**config.mk**
```make
export PLATFORM = sky130hd
export DESIGN_NAME = multi_channel_liveness_watchdog
export DESIGN_NICKNAME = d
export VERILOG_FILES = /design/src/design/mclw_pkg.sv /design/src/design/mclw_ctrl.sv /design/src/design/mclw_dp.sv /design/src/design/multi_channel_liveness_watchdog.sv
export SDC_FILE = /design/constraint.sdc
export NUM_CORES = 2
export LEC_CHECK = 0
export BUFFER_PORTS_ARGS = -buffer_cell sky130_fd_sc_hd__buf_4
export CORE_ASPECT_RATIO = 0.7
export CORE_UTILIZATION = 55
export CTS_BUF_LIST = sky130_fd_sc_hd__clkbuf_16
export CTS_CLUSTER_SIZE = 10
export DETAILED_ROUTE_END_ITERATION = 8
export GPL_TIMING_DRIVEN = 0
export PLACE_DENSITY_LB_ADDON = 0.15
export SYNTH_ARGS = -nofsm -noshare
export SYNTH_HDL_FRONTEND = slang
export SYNTH_SLANG_ARGS = --single-unit
```
**constraint.sdc**
```tcl
create_clock -name clock -period 26.8 [get_ports clock]
set_input_delay 4.02 -clock clock [delete_from_list [all_inputs] [get_ports clock]]
set_output_delay 4.02 -clock clock [all_outputs]
set_load 0.02 [all_outputs]
```
**src/design/mclw_pkg.sv**
```systemverilog
// ----------------------------------------------------------------------------
// mclw_pkg
// types and codes shared by the liveness watchdog modules
// ----------------------------------------------------------------------------
package mclw_pkg;

   localparam logic [3:0] CMD_REGISTER  = 4'd0;
   localparam logic [3:0] CMD_SET_STATE = 4'd1;
   localparam logic [3:0] CMD_BEAT      = 4'd2;
   localparam logic [3:0] CMD_PROGRESS  = 4'd3;
   localparam logic [3:0] CMD_LOOP      = 4'd4;
   localparam logic [3:0] CMD_REPORT    = 4'd5;
   localparam logic [3:0] CMD_RUNTIME   = 4'd6;
   localparam logic [3:0] CMD_STOP      = 4'd7;
   localparam logic [3:0] CMD_TICK      = 4'd8;
   localparam logic [3:0] CMD_CHECK     = 4'd9;
   localparam logic [3:0] CMD_QUERY     = 4'd10;

   localparam logic [2:0] ST_INIT    = 3'd0;
   localparam logic [2:0] ST_RUNNING = 3'd2;
   localparam logic [2:0] ST_ERROR   = 3'd5;

   localparam logic [1:0] STAT_OK    = 2'd0;
   localparam logic [1:0] STAT_UNREG = 2'd1;
   localparam logic [1:0] STAT_DUP   = 2'd2;

   localparam logic [2:0] CAUSE_NONE     = 3'd0;
   localparam logic [2:0] CAUSE_SOFTWARE = 3'd1;
   localparam logic [2:0] CAUSE_BEAT     = 3'd2;
   localparam logic [2:0] CAUSE_PROGRESS = 3'd3;
   localparam logic [2:0] CAUSE_BOTH     = 3'd4;

   typedef struct packed {
      logic [3:0]  command;
      logic [2:0]  channel;
      logic        critical_flag;
      logic [31:0] heartbeat_limit;
      logic [31:0] progress_limit;
      logic [2:0]  new_state;
   } req_type;

   typedef struct packed {
      logic [1:0]  status;
      logic [2:0]  channel_state;
      logic [31:0] loop_total;
      logic [31:0] error_total;
      logic [2:0]  failure_cause;
      logic        proc_fail;
      logic        proc_degraded;
      logic [2:0]  runtime_mode;
      logic        stop_flag;
   } rsp_type;

   // controller to datapath
   typedef struct packed {
      logic load;      // capture the command
      logic execute;   // apply a command other than check
      logic scan;      // check one channel at the scan pointer
      logic scan_init; // clear scan pointer and flags
      logic scan_done; // commit failed and degraded; a failure forces runtime error
      logic respond;   // drive the result
   } ctl_type;

   // datapath to controller
   typedef struct packed {
      logic is_check;
      logic scan_last;
   } sts_type;

endpackage

```
**src/design/mclw_ctrl.sv**
```systemverilog
// ----------------------------------------------------------------------------
// mclw_ctrl
// sequencer: load, execute or scan, respond
// ----------------------------------------------------------------------------
module mclw_ctrl (
   input  logic              clock,
   input  logic              reset,
   input  logic              start,
   output logic              busy,
   input  mclw_pkg::sts_type sts,
   output mclw_pkg::ctl_type ctl
);

   localparam logic [2:0] S_IDLE  = 3'd0;
   localparam logic [2:0] S_DEC   = 3'd1;
   localparam logic [2:0] S_SCAN  = 3'd2;
   localparam logic [2:0] S_DONE  = 3'd3;
   localparam logic [2:0] S_RESP  = 3'd4;

   logic [2:0] state_ff, state_in;

   always_comb begin
      state_in = state_ff;
      ctl      = '0;
      unique case (state_ff)
         S_IDLE: begin
            if (start) begin
               ctl.load = 1'b1;
               state_in = S_DEC;
            end
         end
         S_DEC: begin
            if (sts.is_check) begin
               ctl.scan_init = 1'b1;
               state_in      = S_SCAN;
            end else begin
               ctl.execute = 1'b1;
               state_in    = S_RESP;
            end
         end
         S_SCAN: begin
            ctl.scan = 1'b1;
            if (sts.scan_last) state_in = S_DONE;
         end
         S_DONE: begin
            ctl.scan_done = 1'b1;
            state_in      = S_RESP;
         end
         S_RESP: begin
            ctl.respond = 1'b1;
            state_in    = S_IDLE;
         end
         default: state_in = S_IDLE;
      endcase
   end

   always_ff @(posedge clock) begin
      if (reset) state_ff <= S_IDLE;
      else       state_ff <= state_in;
   end

   assign busy = (state_ff != S_IDLE);

`ifndef SYNTH
   a_load_idle: assert property (@(posedge clock) disable iff (reset)
      ctl.load |-> state_ff == S_IDLE) else $error("load outside idle");
   a_resp_back: assert property (@(posedge clock) disable iff (reset)
      ctl.respond |=> !busy) else $error("no return to idle");
   a_start_busy: assert property (@(posedge clock) disable iff (reset)
      (start && !busy) |=> busy) else $error("item not taken");
`endif

endmodule

```
**src/design/mclw_dp.sv**
```systemverilog
// ----------------------------------------------------------------------------
// mclw_dp
// channel tables, tick counter, scan unit and result register
// ----------------------------------------------------------------------------
module mclw_dp #(
   parameter int CHANNELS  = 8,
   parameter int TIME_BITS = 32
) (
   input  logic              clock,
   input  logic              reset,
   input  mclw_pkg::ctl_type ctl,
   output mclw_pkg::sts_type sts,
   input  mclw_pkg::req_type req_data,
   output logic              rsp_valid,
   output mclw_pkg::rsp_type rsp_data
);

   localparam int IW = (CHANNELS > 1) ? $clog2(CHANNELS) : 1;

   mclw_pkg::req_type cmd_ff;

   logic [CHANNELS-1:0]  valid_ff, crit_ff;
   logic [2:0]           state_ff [CHANNELS];
   logic [31:0]          blim_ff  [CHANNELS];
   logic [31:0]          plim_ff  [CHANNELS];
   logic [TIME_BITS-1:0] bstamp_ff[CHANNELS];
   logic [TIME_BITS-1:0] pstamp_ff[CHANNELS];
   logic [31:0]          loop_ff  [CHANNELS];
   logic [31:0]          err_ff   [CHANNELS];
   logic [2:0]           cause_ff [CHANNELS];

   logic [TIME_BITS-1:0] now_ff;
   logic [2:0]           runtime_ff;
   logic                 stop_ff, failed_ff, degraded_ff;
   logic                 sfail_ff, sdeg_ff;
   logic [IW-1:0]        ptr_ff;
   logic                 rsp_valid_ff;
   mclw_pkg::rsp_type    rsp_ff;
   logic                 dup_ff;

   // addressed channel
   logic          inrange, reg_ok, new_ok;
   logic [IW-1:0] idx;
   always_comb begin
      inrange = ({29'd0, cmd_ff.channel} < CHANNELS);
      idx     = inrange ? IW'(cmd_ff.channel) : '0;
      reg_ok  = inrange && valid_ff[idx];
      new_ok  = (cmd_ff.new_state <= mclw_pkg::ST_ERROR);
   end

   // scan of one channel
   logic [TIME_BITS-1:0] hb_age, pr_age;
   logic                 hb_late, pr_late, run_s, late, bad;
   always_comb begin
      hb_age  = now_ff - bstamp_ff[ptr_ff];
      pr_age  = now_ff - pstamp_ff[ptr_ff];
      hb_late = {{(64-TIME_BITS){1'b0}}, hb_age} > {32'd0, blim_ff[ptr_ff]};
      pr_late = {{(64-TIME_BITS){1'b0}}, pr_age} > {32'd0, plim_ff[ptr_ff]};
      run_s   = valid_ff[ptr_ff] && state_ff[ptr_ff] == mclw_pkg::ST_RUNNING;
      late    = run_s && (hb_late || pr_late);
      bad     = late || (valid_ff[ptr_ff] && state_ff[ptr_ff] == mclw_pkg::ST_ERROR);
   end

   assign sts.is_check  = (cmd_ff.command == mclw_pkg::CMD_CHECK);
   assign sts.scan_last = (ptr_ff == IW'(CHANNELS - 1));

   always_ff @(posedge clock) begin
      if (ctl.load) cmd_ff <= req_data;
   end

   // channel tables
   always_ff @(posedge clock) begin
      if (reset) begin
         valid_ff <= '0;
         crit_ff  <= '0;
         for (int i = 0; i < CHANNELS; i++) begin
            state_ff[i] <= mclw_pkg::ST_INIT;
            loop_ff[i]  <= '0;
            err_ff[i]   <= '0;
            cause_ff[i] <= mclw_pkg::CAUSE_NONE;
         end
      end else if (ctl.execute) begin
         case (cmd_ff.command)
            mclw_pkg::CMD_REGISTER: if (inrange && !reg_ok) begin
               valid_ff[idx]  <= 1'b1;
               crit_ff[idx]   <= cmd_ff.critical_flag;
               state_ff[idx]  <= mclw_pkg::ST_INIT;
               blim_ff[idx]   <= cmd_ff.heartbeat_limit;
               plim_ff[idx]   <= cmd_ff.progress_limit;
               bstamp_ff[idx] <= now_ff;
               pstamp_ff[idx] <= now_ff;
               loop_ff[idx]   <= '0;
               err_ff[idx]    <= '0;
               cause_ff[idx]  <= mclw_pkg::CAUSE_NONE;
            end
            mclw_pkg::CMD_SET_STATE: if (reg_ok && new_ok) state_ff[idx] <= cmd_ff.new_state;
            mclw_pkg::CMD_BEAT:     if (reg_ok) bstamp_ff[idx] <= now_ff;
            mclw_pkg::CMD_PROGRESS: if (reg_ok) pstamp_ff[idx] <= now_ff;
            mclw_pkg::CMD_LOOP:     if (reg_ok) loop_ff[idx] <= loop_ff[idx] + 32'd1;
            mclw_pkg::CMD_REPORT: if (reg_ok) begin
               err_ff[idx]   <= err_ff[idx] + 32'd1;
               cause_ff[idx] <= mclw_pkg::CAUSE_SOFTWARE;
            end
            default: ;
         endcase
      end else if (ctl.scan && late) begin
         state_ff[ptr_ff] <= mclw_pkg::ST_ERROR;
         err_ff[ptr_ff]   <= err_ff[ptr_ff] + 32'd1;
         cause_ff[ptr_ff] <= (hb_late && pr_late) ? mclw_pkg::CAUSE_BOTH :
                             hb_late ? mclw_pkg::CAUSE_BEAT : mclw_pkg::CAUSE_PROGRESS;
      end
   end

   // global registers and scan walker
   always_ff @(posedge clock) begin
      if (reset) begin
         now_ff      <= '0;
         runtime_ff  <= mclw_pkg::ST_INIT;
         stop_ff     <= 1'b0;
         failed_ff   <= 1'b0;
         degraded_ff <= 1'b0;
         sfail_ff    <= 1'b0;
         sdeg_ff     <= 1'b0;
         ptr_ff      <= '0;
      end else begin
         if (ctl.execute) begin
            case (cmd_ff.command)
               mclw_pkg::CMD_RUNTIME: if (new_ok) runtime_ff <= cmd_ff.new_state;
               mclw_pkg::CMD_STOP:    stop_ff <= 1'b1;
               mclw_pkg::CMD_TICK:    now_ff  <= now_ff + 1'b1;
               default: ;
            endcase
         end
         if (ctl.scan_init) begin
            ptr_ff   <= '0;
            sfail_ff <= 1'b0;
            sdeg_ff  <= 1'b0;
         end
         if (ctl.scan) begin
            if (!sts.scan_last) ptr_ff <= ptr_ff + 1'b1;
            if (bad && crit_ff[ptr_ff])  sfail_ff <= 1'b1;
            if (bad && !crit_ff[ptr_ff]) sdeg_ff  <= 1'b1;
         end
         if (ctl.scan_done) begin
            failed_ff   <= sfail_ff;
            degraded_ff <= sdeg_ff;
            if (sfail_ff) runtime_ff <= mclw_pkg::ST_ERROR;
         end
      end
   end

   // duplicate registration seen at execute time
   always_ff @(posedge clock) begin
      if (ctl.execute) dup_ff <= reg_ok;
      else if (ctl.scan_init) dup_ff <= 1'b0;
   end

   // result register
   always_ff @(posedge clock) begin
      if (reset) rsp_valid_ff <= 1'b0;
      else       rsp_valid_ff <= ctl.respond;
      if (ctl.respond) begin
         if (cmd_ff.command == mclw_pkg::CMD_REGISTER && inrange && dup_ff)
            rsp_ff.status <= mclw_pkg::STAT_DUP;
         else
            rsp_ff.status <= reg_ok ? mclw_pkg::STAT_OK : mclw_pkg::STAT_UNREG;
         rsp_ff.channel_state <= reg_ok ? state_ff[idx] : mclw_pkg::ST_ERROR;
         rsp_ff.loop_total    <= reg_ok ? loop_ff[idx] : 32'd0;
         rsp_ff.error_total   <= reg_ok ? err_ff[idx] : 32'd0;
         rsp_ff.failure_cause <= reg_ok ? cause_ff[idx] : mclw_pkg::CAUSE_NONE;
         rsp_ff.proc_fail     <= failed_ff;
         rsp_ff.proc_degraded <= degraded_ff;
         rsp_ff.runtime_mode  <= runtime_ff;
         rsp_ff.stop_flag     <= stop_ff;
      end
   end

   assign rsp_valid = rsp_valid_ff;
   assign rsp_data  = rsp_ff;

`ifndef SYNTH
   a_scan_bound: assert property (@(posedge clock) disable iff (reset)
      ctl.scan |-> {{(32-IW){1'b0}}, ptr_ff} < CHANNELS) else $error("scan pointer out of range");
   a_excl: assert property (@(posedge clock) disable iff (reset)
      !(ctl.scan && ctl.execute)) else $error("scan and execute together");
   a_fail_rt: assert property (@(posedge clock) disable iff (reset)
      (ctl.scan_done && sfail_ff) |=> runtime_ff == mclw_pkg::ST_ERROR)
      else $error("failure did not force runtime error");
`endif

endmodule

```
**src/design/multi_channel_liveness_watchdog.sv**
```systemverilog
// ----------------------------------------------------------------------------
// multi_channel_liveness_watchdog
// liveness watchdog over a set of monitored channels
// ----------------------------------------------------------------------------
// usage
//   a command item is taken when start is high and busy is low; req_data
//   carries the command, the channel and its arguments
//   each item gives exactly one result on rsp_data, shown for one cycle
//   with rsp_valid high; the receiver cannot stall it
// item flow
//   ordinary commands: decode, then respond; rsp_valid is registered from
//   the respond state, and no new item is taken until the sequencer is idle
//   check: the scan walks one channel a cycle through one heartbeat and
//   one progress age comparator, then commits the flags and responds
// reset
//   synchronous; no channel registered, all counters, time and flags zero
//   limit and stamp entries hold nothing until a channel registers
// ----------------------------------------------------------------------------
module multi_channel_liveness_watchdog #(
   parameter int CHANNELS  = 8,
   parameter int TIME_BITS = 32
) (
   input  logic              clock,
   input  logic              reset,
   input  logic              start,
   output logic              busy,
   input  mclw_pkg::req_type req_data,
   output logic              rsp_valid,
   output mclw_pkg::rsp_type rsp_data
);

   // command and status between sequencer and datapath
   mclw_pkg::ctl_type ctl;
   mclw_pkg::sts_type sts;

   mclw_ctrl u_ctrl (
      .clock (clock),
      .reset (reset),
      .start (start),
      .busy  (busy),
      .sts   (sts),
      .ctl   (ctl)
   );

   mclw_dp #(
      .CHANNELS  (CHANNELS),
      .TIME_BITS (TIME_BITS)
   ) u_dp (
      .clock     (clock),
      .reset     (reset),
      .ctl       (ctl),
      .sts       (sts),
      .req_data  (req_data),
      .rsp_valid (rsp_valid),
      .rsp_data  (rsp_data)
   );

endmodule
```
==> run summary <==
Status - finished with violations
Violations in the final reports - max-slew violations
P&R area growth vs syn - 13.45%
Synth top area cells - edfxtp_1 (66%), mux4_2 (13%), nor2_1 (3.4%)
Skew final - 0.02824 ns
P per Cell Area - 65.46 mW/mm²
Vias per std cell - 6.529
Number of synthesized register bits - 1,804
Die width - 454.9 µm
Initial drt markers - 6,456
Worst slew pin tran - 1.545 ns
Antenna-violating nets left - 0
Maximum clock rate - 0.07053 GHz
Post-CTS sizing - 0
Post-synth ARST share - 0
Critical path startpoint category - register
Placer Congestion - 0.9332
Clk pin slew, worst setup/hold paths - 0.05 ns
Clock buffer depth - 3
Worst skew pair latency - 0.86 ns
Cell variety after synth - 95
Worst path slowest cell - a32oi_1
Hold Crit Class - register to register
Worst path required time - 27.38 ns
Post-detail-place hpwl - 148,400 µm
Final slew viol count - 9
Slew margin rel. - -0.03000
Final setup violation count - 0
Initial antenna violation count - 7
Ys Warns - 0
Largest area contributor in the netlist - edfxtp_1
Post-Syn Area per Cell - 16.76 µm²
Sink Count - 1,804
Period utilization - 0.5290
Min Tclk post-route - 14.18 ns
Crit-path max cell delay - 1.21 ns
Most used DFF post-synth - edfxtp_1
Clock Root Buffer - clkbuf_16
Post-Layout Inst Area - 0.08960 mm²
Post-CTS Hold Buffers - 0
Static leakage - 0.02935 µW
Row count - 115
Post-CTS setup buffer count - 0
CTS tree - done
Routed via count - 46,290
Post-synth top cells - edfxtp_1 (1,738), nor2_1 (725), mux4_2 (446)
Largest net degree at the start of global routing - 28
Share of layout cells above drive strength 1 - 0.2097
Starting Density - 0.5584
Port bufs - 157
Vias in the first global route - 45,240
Cell area after synthesis - 0.07898 mm²
Crit. End Element - register
Worst endpoint data arrival time - 14.75 ns
Unrepaired setup endpoints after global routing - false
Critical path class - register to register
Post-Synthesis Cells - 4,711
Share of the synthesized area in the top cell type - 0.6608
Sequential-to-total area share from yosys stat - 0.6775
Crit path top cell by count - buf_2
Syn_nets - 4,925
H-tree levels - 4
Post-route worst setup slack - 12.62 ns
Top-count cell post-synth - edfxtp_1
GRT Util Overall - 0.3040
Total Wirelength - 218,100 µm
Pre-CTS WS - 13.11 ns
WL/cell - 30.76 µm
Global-route wire length before repair - 313,800 µm
Initial DRT Pass Iterations - 8
Die area - 0.1451 mm²
Core outline area - 0.1414 mm²
DRC violations left - 0
# nets final - 5,353
Layout fillers - 9,996
Hold Fails Final Rpt - 0
Inserted Clock Buffers - 199
Max FO, Critical Path - 20
Max VDD drop - 72.74 µV
Post-synth EDFFs - 1,738
Grt ovf - 0
IO Count - 158
Max-cap violations - 0
Die Span Y - 319.0 µm
Placed Area - 0.08406 mm²
Setup TNS - 0 ns
metrics by stage:
step	utilization	hold WS, ns	std cells	power [µW]
after floorplan	-	0.4076	4711	3376
after global placement	0.5833	0.4188	6740	3489
after detailed placement	0.5943	0.4177	6809	3499
after CTS	0.6334	0.4306	7088	5886
after global routing	0.6335	0.4391	7089	6011
final	0.6335	0.4304	7090	5865
report_power, final:
part	switching [µW]	internal, µW	total, µW
clock network	1070	1350	2420
logic	188	110	298
registers	27.7	3120	3150
layer usage:
| metal | vias up | wire (µm) | GRT usage |
|---|---|---|---|
| li1 | 19340 | - | - |
| met1 | 23720 | 92480 | 0.4688 |
| met2 | 2884 | 92830 | 0.4212 |
| met3 | 351 | 27490 | 0.08771 |
| met4 | 0 | 5265 | 0.08560 |
| met5 | - | 0 | 0 |
critical path: cells and delay by family, from the launching register on:
kind	cells	cell delay (ns)
AO/OA/AOI/OAI	10	5.47
multiplexers	2	0.54
XOR/XNOR	1	0.16
flip-flops	1	0.33
buffers and inverters	12	5.07
adder cells (fa/ha/maj)	3	0.89
AND/OR/NAND/NOR	4	1.34
layout make-up:
cell class	instances	area [µm²]	share of cell area
clock buffer	202	5055	0.05641
sequential	1804	53510	0.5972
timing repair buffer	227	2504	0.02794
buffer	247	1200	0.01339
multi-input combinational	2615	24340	0.2717
clock inverter	77	475.5	0.005306
antenna	1	2.502	0.00002793
tap	1872	2342	0.02614
inverter	45	168.9	0.001885
cells by family (layout without fill, tap and decap cells):
family | count (synthesis) | count (layout) | share of synthesized area
muxes | 697 | 697 | 0.1619
DFF | 1804 | 1804 | 0.6775
buffers and inverters | 292 | 798 | 0.01732
and+or+nand+nor | 1227 | 1227 | 0.06972
other | 0 | 1 | 0
adders and majority gates | 136 | 136 | 0.02174
xor gates and xnor gates | 160 | 160 | 0.01841
AOI/OAI and AO/OA | 395 | 395 | 0.03338
registers in the layout, indices dropped and copies added, names as in the netlist, 32 cells and up, named ones only:
signal / count
u_dp.plim_ff: 256
u_dp.err_ff: 256
u_dp.loop_ff: 256
u_dp.pstamp_ff: 256
u_dp.blim_ff: 256
u_dp.now_ff: 32
u_dp.bstamp_ff: 256
u_dp.cmd_ff: 72
u_dp.rsp_data: 78
path summary, 6_finish.rpt:
path / start / cells after the start / to / slack (ns)
setup / recovery: u_dp.ptr_ff[1]$_SDFF_PP0_ / 32 / u_dp.err_ff[5][15]$_SDFFCE_PN0P_ / 12.62
hold / removal: u_dp.degraded_ff$_SDFFE_PP0P_ / 0 / u_dp.rsp_data[4]$_DFFE_PP_ / 0.43
setup reg to reg: u_dp.ptr_ff[1]$_SDFF_PP0_ / 32 / u_dp.err_ff[5][15]$_SDFFCE_PN0P_ / 12.62
hold reg to reg: u_dp.degraded_ff$_SDFFE_PP0P_ / 0 / u_dp.rsp_data[4]$_DFFE_PP_ / 0.43
layout by cell type, fill, tap and decap left out, drive strengths merged, types with 11 or more instances in the layout:
cell type  count
or2           11
inv          112
nor2b         35
nand3b        19
mux2          14
edfxtp      1738
or3           29
nand3         64
nand4         25
a21o          39
nor3          36
buf          334
a22oi         42
ha           134
xnor2         80
xor2          80
nand2b        49
a21oi        137
mux4         459
clkbuf       342
nor2         732
o21ai         57
nor4          14
and3          25
mux2i        224
dfxtp         66
nand2        153
a31oi         15
Note: power is estimated with default switching activity, not from simulation.
